==> src/rtl/sst_pkg.sv <==
`default_nettype none
// ----------------------------------------------------------------------------
// sst_pkg
// Shared constants and types for the sorted set table and its cells.
// ----------------------------------------------------------------------------
package sst_pkg;

   localparam int CAPACITY = 16;
   localparam int KEY_BITS = 32;

   localparam int IDX_W = (CAPACITY > 1) ? $clog2(CAPACITY) : 1;
   localparam int CNT_W = $clog2(CAPACITY + 1);

   localparam logic [1:0] CMD_INSERT = 2'd0;
   localparam logic [1:0] CMD_SEARCH = 2'd1;
   localparam logic [1:0] CMD_REMOVE = 2'd2;

   typedef logic [KEY_BITS-1:0] key_type;

   // shift request broadcast to every cell
   typedef struct packed {
      logic ins;
      logic rem;
   } sst_op_type;

endpackage
`default_nettype wire

==> src/rtl/sst_cell.sv <==
`default_nettype none
// ----------------------------------------------------------------------------
// sst_cell
// One slot of the table: holds a key, compares it against the probe and
// shifts toward either neighbor.
// ----------------------------------------------------------------------------
module sst_cell (
   input  wire                  clock,
   input  wire                  occupied,
   input  wire                  probe_en,
   input  wire sst_pkg::key_type probe_key,
   input  wire sst_pkg::key_type load_key,
   input  wire sst_pkg::sst_op_type op,
   input  wire sst_pkg::key_type left_key,
   input  wire                  left_lt,
   input  wire sst_pkg::key_type right_key,
   output sst_pkg::key_type      key,
   output logic                  lt,
   output logic                  eq
);
   import sst_pkg::*;

   key_type key_ff, key_in;
   logic    lt_ff, lt_in;
   logic    eq_ff, eq_in;

   always_comb begin
      lt_in = lt_ff;
      eq_in = eq_ff;
      if (probe_en) begin
         lt_in = occupied & (key_ff < probe_key);
         eq_in = occupied & (key_ff == probe_key);
      end
   end

   always_comb begin
      key_in = key_ff;
      if (op.ins && !lt_ff) begin
         key_in = left_lt ? load_key : left_key;
      end else if (op.rem && !lt_ff) begin
         key_in = right_key;
      end
   end

   always_ff @(posedge clock) begin
      key_ff <= key_in;
      lt_ff  <= lt_in;
      eq_ff  <= eq_in;
   end

   assign key = key_ff;
   assign lt  = lt_ff;
   assign eq  = eq_ff;

endmodule
`default_nettype wire

==> src/rtl/sorted_set_table.sv <==
`default_nettype none
// ----------------------------------------------------------------------------
// sorted_set_table
// Bounded set of distinct signed keys kept in ascending order in a row of
// shifting cells. Insert, search and remove, one result per request.
//
//   channel  dir  ports                                        
//   req      in   req_valid req_stall req_command req_key
//   rsp      out  rsp_valid rsp_stall rsp_found rsp_position rsp_table_full
//
// Each beat takes a parallel compare in every cell, then the one-place shift
// of the cells at and above the rank.
// Reset empties the table; cell contents are not cleared.
// A stalled rsp beat holds the next request in its shift cycle; req_stall
// is high while a request is in flight.
// ----------------------------------------------------------------------------
module sorted_set_table (
   input  wire        clock,
   input  wire        reset,
   input  wire        req_valid,
   output logic       req_stall,
   input  wire [1:0]  req_command,
   input  wire signed [31:0] req_key,
   output logic       rsp_valid,
   input  wire        rsp_stall,
   output logic       rsp_found,
   output logic [3:0] rsp_position,
   output logic       rsp_table_full
);
   import sst_pkg::*;

   logic             busy_ff, busy_in;
   logic [CNT_W-1:0] count_ff, count_in;
   logic [1:0]       cmd_ff;
   key_type          probe_ff;
   logic             rsp_valid_ff, rsp_valid_in;
   logic             found_ff;
   logic [3:0]       position_ff;
   logic             full_ff;

   key_type          probe_key;
   logic             accept;
   logic             exec;
   logic             hit;
   logic             is_full;
   logic [IDX_W-1:0] rank;
   logic [IDX_W+3:0] rank_ext;
   sst_op_type       op;

   key_type          key_w [CAPACITY];
   logic [CAPACITY-1:0] lt_w;
   logic [CAPACITY-1:0] eq_w;
   logic [CAPACITY-1:0] occ_w;
   logic [CAPACITY-1:0] edge_w;

   // sign bit flipped so unsigned compare gives signed order
   always_comb begin
      probe_key = KEY_BITS'(req_key);
      probe_key[KEY_BITS-1] = ~probe_key[KEY_BITS-1];
   end

   assign req_stall = busy_ff;
   assign accept    = req_valid & ~busy_ff;
   assign exec      = busy_ff & (~rsp_valid_ff | ~rsp_stall);

   genvar g;
   generate
      for (g = 0; g < CAPACITY; g++) begin : g_cell
         assign occ_w[g] = (CNT_W'(g) < count_ff);
         if (g == 0) begin : g_first
            assign edge_w[g] = ~lt_w[g];
         end else begin : g_rest
            assign edge_w[g] = ~lt_w[g] & lt_w[g-1];
         end
         sst_cell u_cell (
            .clock     (clock),
            .occupied  (occ_w[g]),
            .probe_en  (accept),
            .probe_key (probe_key),
            .load_key  (probe_ff),
            .op        (op),
            .left_key  ((g == 0) ? probe_ff : key_w[(g == 0) ? 0 : g-1]),
            .left_lt   ((g == 0) ? 1'b1 : lt_w[(g == 0) ? 0 : g-1]),
            .right_key ((g == CAPACITY-1) ? probe_ff
                                          : key_w[(g == CAPACITY-1) ? g : g+1]),
            .key       (key_w[g]),
            .lt        (lt_w[g]),
            .eq        (eq_w[g])
         );
      end
   endgenerate

   always_comb begin
      rank = '0;
      for (int i = 0; i < CAPACITY; i++) begin
         if (edge_w[i]) begin
            rank = rank | IDX_W'(i);
         end
      end
   end

   assign rank_ext = {4'b0, rank};
   assign hit      = |eq_w;
   assign is_full  = (count_ff == CNT_W'(CAPACITY));

   always_comb begin
      op.ins = exec & (cmd_ff == CMD_INSERT) & ~hit & ~is_full;
      op.rem = exec & (cmd_ff == CMD_REMOVE) & hit;
   end

   always_comb begin
      count_in = count_ff;
      if (op.ins) begin
         count_in = count_ff + CNT_W'(1);
      end else if (op.rem) begin
         count_in = count_ff - CNT_W'(1);
      end
      busy_in      = accept | (busy_ff & ~exec);
      rsp_valid_in = exec | (rsp_valid_ff & rsp_stall);
   end

   always_ff @(posedge clock) begin
      if (reset) begin
         busy_ff      <= 1'b0;
         count_ff     <= '0;
         rsp_valid_ff <= 1'b0;
      end else begin
         busy_ff      <= busy_in;
         count_ff     <= count_in;
         rsp_valid_ff <= rsp_valid_in;
      end
   end

   always_ff @(posedge clock) begin
      if (accept) begin
         cmd_ff   <= req_command;
         probe_ff <= probe_key;
      end
      if (exec) begin
         found_ff    <= hit;
         position_ff <= (hit | op.ins) ? rank_ext[3:0] : 4'd0;
         full_ff     <= (cmd_ff == CMD_INSERT) & ~hit & is_full;
      end
   end

   assign rsp_valid      = rsp_valid_ff;
   assign rsp_found      = found_ff;
   assign rsp_position   = position_ff;
   assign rsp_table_full = full_ff;

   a_count_bound: assert property (@(posedge clock) disable iff (reset)
      count_ff <= CNT_W'(CAPACITY))
      else $error("key count above capacity");

   a_search_stable: assert property (@(posedge clock) disable iff (reset)
      exec && (cmd_ff == CMD_SEARCH) |=> $stable(count_ff))
      else $error("search changed the table");

   a_full_not_found: assert property (@(posedge clock) disable iff (reset)
      rsp_valid_ff |-> !(found_ff && full_ff))
      else $error("dropped insert reported as found");

   a_no_exec_idle: assert property (@(posedge clock) disable iff (reset)
      accept |=> busy_ff && $stable(count_ff))
      else $error("accept did not start an operation");

endmodule
`default_nettype wire

==> config.mk <==
export PLATFORM = sky130hd
export DESIGN_NAME = sorted_set_table
export DESIGN_NICKNAME = d
export VERILOG_FILES = /design/src/rtl/sst_pkg.sv /design/src/rtl/sst_cell.sv /design/src/rtl/sorted_set_table.sv
export SDC_FILE = /design/constraint.sdc
export NUM_CORES = 2
export LEC_CHECK = 0
export BUFFER_PORTS_ARGS = -buffer_cell sky130_fd_sc_hd__buf_2
export CAP_MARGIN = 20
export CORE_MARGIN = 2
export CORE_UTILIZATION = 60
export DETAILED_ROUTE_END_ITERATION = 10
export PLACE_DENSITY = 0.76
export SYNTH_ARGS = -nofsm -noshare
export SYNTH_HDL_FRONTEND = slang
export SYNTH_SLANG_ARGS = --single-unit
==> constraint.sdc <==
create_clock -name clock -period 11.9 [get_ports clock]
set_input_delay 0.595 -clock clock [delete_from_list [all_inputs] [get_ports clock]]
set_output_delay 0.595 -clock clock [all_outputs]
set_load 0.02 [all_outputs]
==> Flow_metrics.wiki <==
{| class="wikitable"
! Metric !! Value
|-
| Cell breakdown of the critical path || inv_1 -> ha_1 -> nand4bb_1 -> nand3_2 -> nor3_4 -> buf_4 -> a21oi_1
|-
| Clock transition at the registers of the reported paths || 70 ps
|-
| Final antenna-violating net count || 0
|-
| Gate Count Post-Synth || approximately 3,700
|-
| Top-Level Pins || 46
|-
| Count of buffers from port buffering || 45
|-
| Height of the chip || 260.8 um
|-
| Relative contribution of sequential cells to total power || 48.1%
|-
| Global-route wire length before repair || 162.8 mm
|-
| Ys flop type || edfxtp_1
|-
| Area overhead of the layout relative to synthesis || 7.940%
|-
| CP max stage delay || 760 ps
|-
| Number of library cell types mapped by synthesis || 55
|-
| Post-CTS setup buffer count || 0
|-
| Worst-case hold slack || 166.6 ps
|-
| Top-count cell post-synth || a21oi_1
|-
| Global Route Usage Sum || between 30% and 40%
|-
| Accumulated negative setup slack || 0 ps
|-
| Initial antenna violation count || 3
|-
| Final #Nets || 4,212
|-
| Via count of the first global-routing pass || slightly below 30,000
|-
| Req. time, crit path || 12,220 ps
|-
| Initial DRC Count || 3,012
|-
| Drt first pass iters || 7
|-
| Clock tree from TritonCTS || yes
|-
| Max Cap Violations || 0
|-
| Worst-case headroom to the max-slew limit || 15.52%
|-
| Combinational power share || 10.6%
|-
| Fraction of power spent switching nets || 25.39%
|-
| Ratio of cells with drive above 1 in the final layout || 7.763%
|-
| Starting density of the core || 60.40%
|-
| Ranking of synthesized cells by instance count || 664 x a21oi_1, 584 x edfxtp_1, 516 x nor2_1
|-
| Maximum level of the CTS H-tree || 3
|-
| Total leakage power || 16.94 nW
|-
| Type of destination of the critical path || register
|-
| Die width || 260.8 um
|-
| WL/cell || 23.01 um
|-
| Startpoint kind of the worst setup timing path || register
|-
| Cell internal pwr || about 3.7 mW
|-
| Clock buffer count from CTS || 69
|-
| Unrepaired setup endpoints after global routing || no
|-
| Ant diodes || 0
|-
| Switching power of the nets || 1.265 mW
|-
| Routability congestion estimate from global placement || 0.8754
|-
| Worst IR drop on VDD || between 0.1 and 0.15 mV
|-
| Root buffer cell || clkbuf_16
|-
| Depth of the worst register-to-register path || 7
|-
| Max clock buf depth || 3
|-
| Total Wirelength || around 110 mm
|-
| Die Outline Area || 0.06802 mm2
|-
| Min-Delay Path Class || input port to register
|-
| Power density over cell area || between 100 and 150 mW/mm2
|-
| Fraction of the yosys area taken by sequential cells || 44.67%
|-
| # hold bufs at CTS || 0
|-
| Total core area || 0.06551 mm2
|-
| Finish-stage setup viols || 0
|-
| Setup skew after layout || 24.06 ps
|-
| Outcome || complete, no violations
|-
| Share of Yosys cell area claimed by the top area cell type || between 40 and 50%
|-
| Category of the critical setup timing path || register to register
|-
| Async S/R FF share, synth || 0%
|-
| Relative contribution of the clock network to total power || 41.3%
|-
| Via density || 6.514
|-
| CTS-repair resized insts || 0
|-
| Number of flip-flops and latches in the synthesized netlist || 591
|-
| Cells taking the most area after synthesis || edfxtp_1 44%, ha_1 16%, mux2i_1 11%
|-
| Total count of max-transition violations in the final report || 0
|-
| Worst Tran Pin Value || 1235 ps
|-
| Total of warnings raised by yosys || 0
|-
| Worst hold path cell count || 1
|-
| Maximum number of pins on one net before global-route repair || 65
|-
| Half-perimeter wire length of the detailed placement result || about 77 mm
|-
| Mapped Nets || between 4,000 and 5,000
|-
| Top cell type by total area after synthesis || edfxtp_1
|-
| Clock latency on the worst-skew pair || 620 ps
|-
| Clock Sinks || 591
|-
| Final cycle utilization of the critical path || a little under a third
|-
| Final-report hold violation count || 0
|-
| Crit path arrival time || slightly below 4000 ps
|-
| Post-Syn Area per Cell || around 11 um2
|-
| Final min period || 3589 ps
|-
| Count of vias placed by the detailed router || 29,795
|-
| Count of flip-flops with a built-in enable after synthesis || 584
|-
| Drt drc || 0
|-
| Largest fanout on the critical path || 56
|-
| Standard cell with the maximum stage delay on the critical path || nand3_2
|-
| FP Rows || 94
|-
| Highest attainable clock frequency || between 200 and 300 MHz
|-
| Post-synthesis instance area || 0.03957 mm2
|-
| GR Overflow Total || 0
|}
worst max-delay path, delay by kind of cell (launching register included):
family | cells | cell delay, ps
buffers and inverters | 2 | 730
AND/OR/NAND/NOR | 3 | 1590
adder cells (fa/ha/maj) | 1 | 250
AO/OA/AOI/OAI | 1 | 150
flip-flops | 1 | 530
per-stage QoR:
| step | utilization, % | setup slack (ps) | instances | power (mW) | cell area [um2] |
|---|---|---|---|---|---|
| 3_3_place_gp | 61.90 | 8297 | 4450 | 2.930 | 40550 |
| 2_1_floorplan | - | 7908 | 3680 | 2.784 | 39570 |
| 6_report | 65.20 | 8311 | 4574 | 4.980 | 42710 |
| 4_1_cts | 65.13 | 8370 | 4572 | 4.988 | 42670 |
| 5_1_grt | 65.20 | 8085 | 4574 | 5.128 | 42710 |
| 3_5_place_dp | 61.90 | 8236 | 4450 | 2.951 | 40550 |
power by group through the flow:
| stage | logic, mW | registers [mW] | clock network, mW |
|---|---|---|---|
| detailed placement | 0.514 | 2.44 | 0 |
| finish | 0.528 | 2.39 | 2.06 |
| floorplan | 0.390 | 2.39 | 0 |
| global route | 0.580 | 2.40 | 2.15 |
| CTS | 0.519 | 2.39 | 2.08 |
| global placement | 0.494 | 2.44 | 0 |
metal layers:
layer | routed length, um | share of wire, % | track usage, %
met2 | 50240 | 48 | 50.31
met5 | 13 | 0.012 | 0
met3 | 7804 | 7.4 | 4.953
met4 | 2643 | 2.5 | 9.159
met1 | 44530 | 42 | 41.59
final timing paths:
| kind | start | endpoint | slack (ps) |
|---|---|---|---|
| worst max-delay path | count_ff[1] | g_cell[9].u_cell.key[7] | 8310 |
| worst min-delay path | req_key[10] | probe_ff[10] | 170 |
| worst max register to register | count_ff[1] | g_cell[9].u_cell.key[7] | 8310 |
| worst min register to register | rsp_valid | rsp_valid | 540 |
flip-flops by register name, summed over array words and instances (netlist names):
register and count:
rsp_table_full 1, rsp_valid 1, rsp_found 1, g_cell.u_cell.key 512, req_stall 1, g_cell.u_cell.eq 16, probe_ff 32, g_cell.u_cell.lt 16
cmd_ff 2, count_ff 5, rsp_position 4
cell usage in the layout, fill, tap and decap left out, types with 20 or more instances in the layout:
| master | synthesis | layout |
|---|---|---|
| clkbuf_1 | 106 | 21 |
| and4_1 | 29 | 29 |
| a21o_1 | 29 | 29 |
| mux2_2 | 64 | 64 |
| nor3_1 | 21 | 20 |
| buf_4 | 3 | 49 |
| nor2b_1 | 36 | 35 |
| o21ai_0 | 56 | 56 |
| ha_1 | 515 | 515 |
| buf_2 | 79 | 45 |
| nor2_1 | 516 | 500 |
| edfxtp_1 | 584 | 584 |
| a21oi_1 | 664 | 664 |
| nor4_1 | 27 | 27 |
| nand4_1 | 70 | 70 |
| clkbuf_16 | 0 | 73 |
| nand2_1 | 148 | 148 |
| inv_1 | 68 | 68 |
| mux2i_1 | 450 | 449 |
| nand3_1 | 50 | 49 |
logic make-up (layout without fill, tap and decap cells):
group / count (synthesis) / in the layout / share of synthesized area [%]
buf+inv: 256 / 286 / 2.707
xor+xnor: 1 / 1 / 0.02214
compound gates: 864 / 864 / 12.10
simple gates: 938 / 938 / 10.98
fa+ha+maj: 515 / 515 / 16.29
mux: 515 / 515 / 13.23
flops: 591 / 591 / 44.67
final cells by class:
| class | count | area (um2) |
|---|---|---|
| clock buffers | 94 | 1906 |
| clock inverters | 28 | 215.2 |
| fillers | 5064 | 22800 |
| inverters | 68 | 255.2 |
| multi-input cells | 2833 | 20940 |
| flip-flops and latches | 591 | 17680 |
| well taps | 864 | 1081 |
| repair buffers | 96 | 633.1 |
No activity file was read; power rests on OpenSTA's default activity.
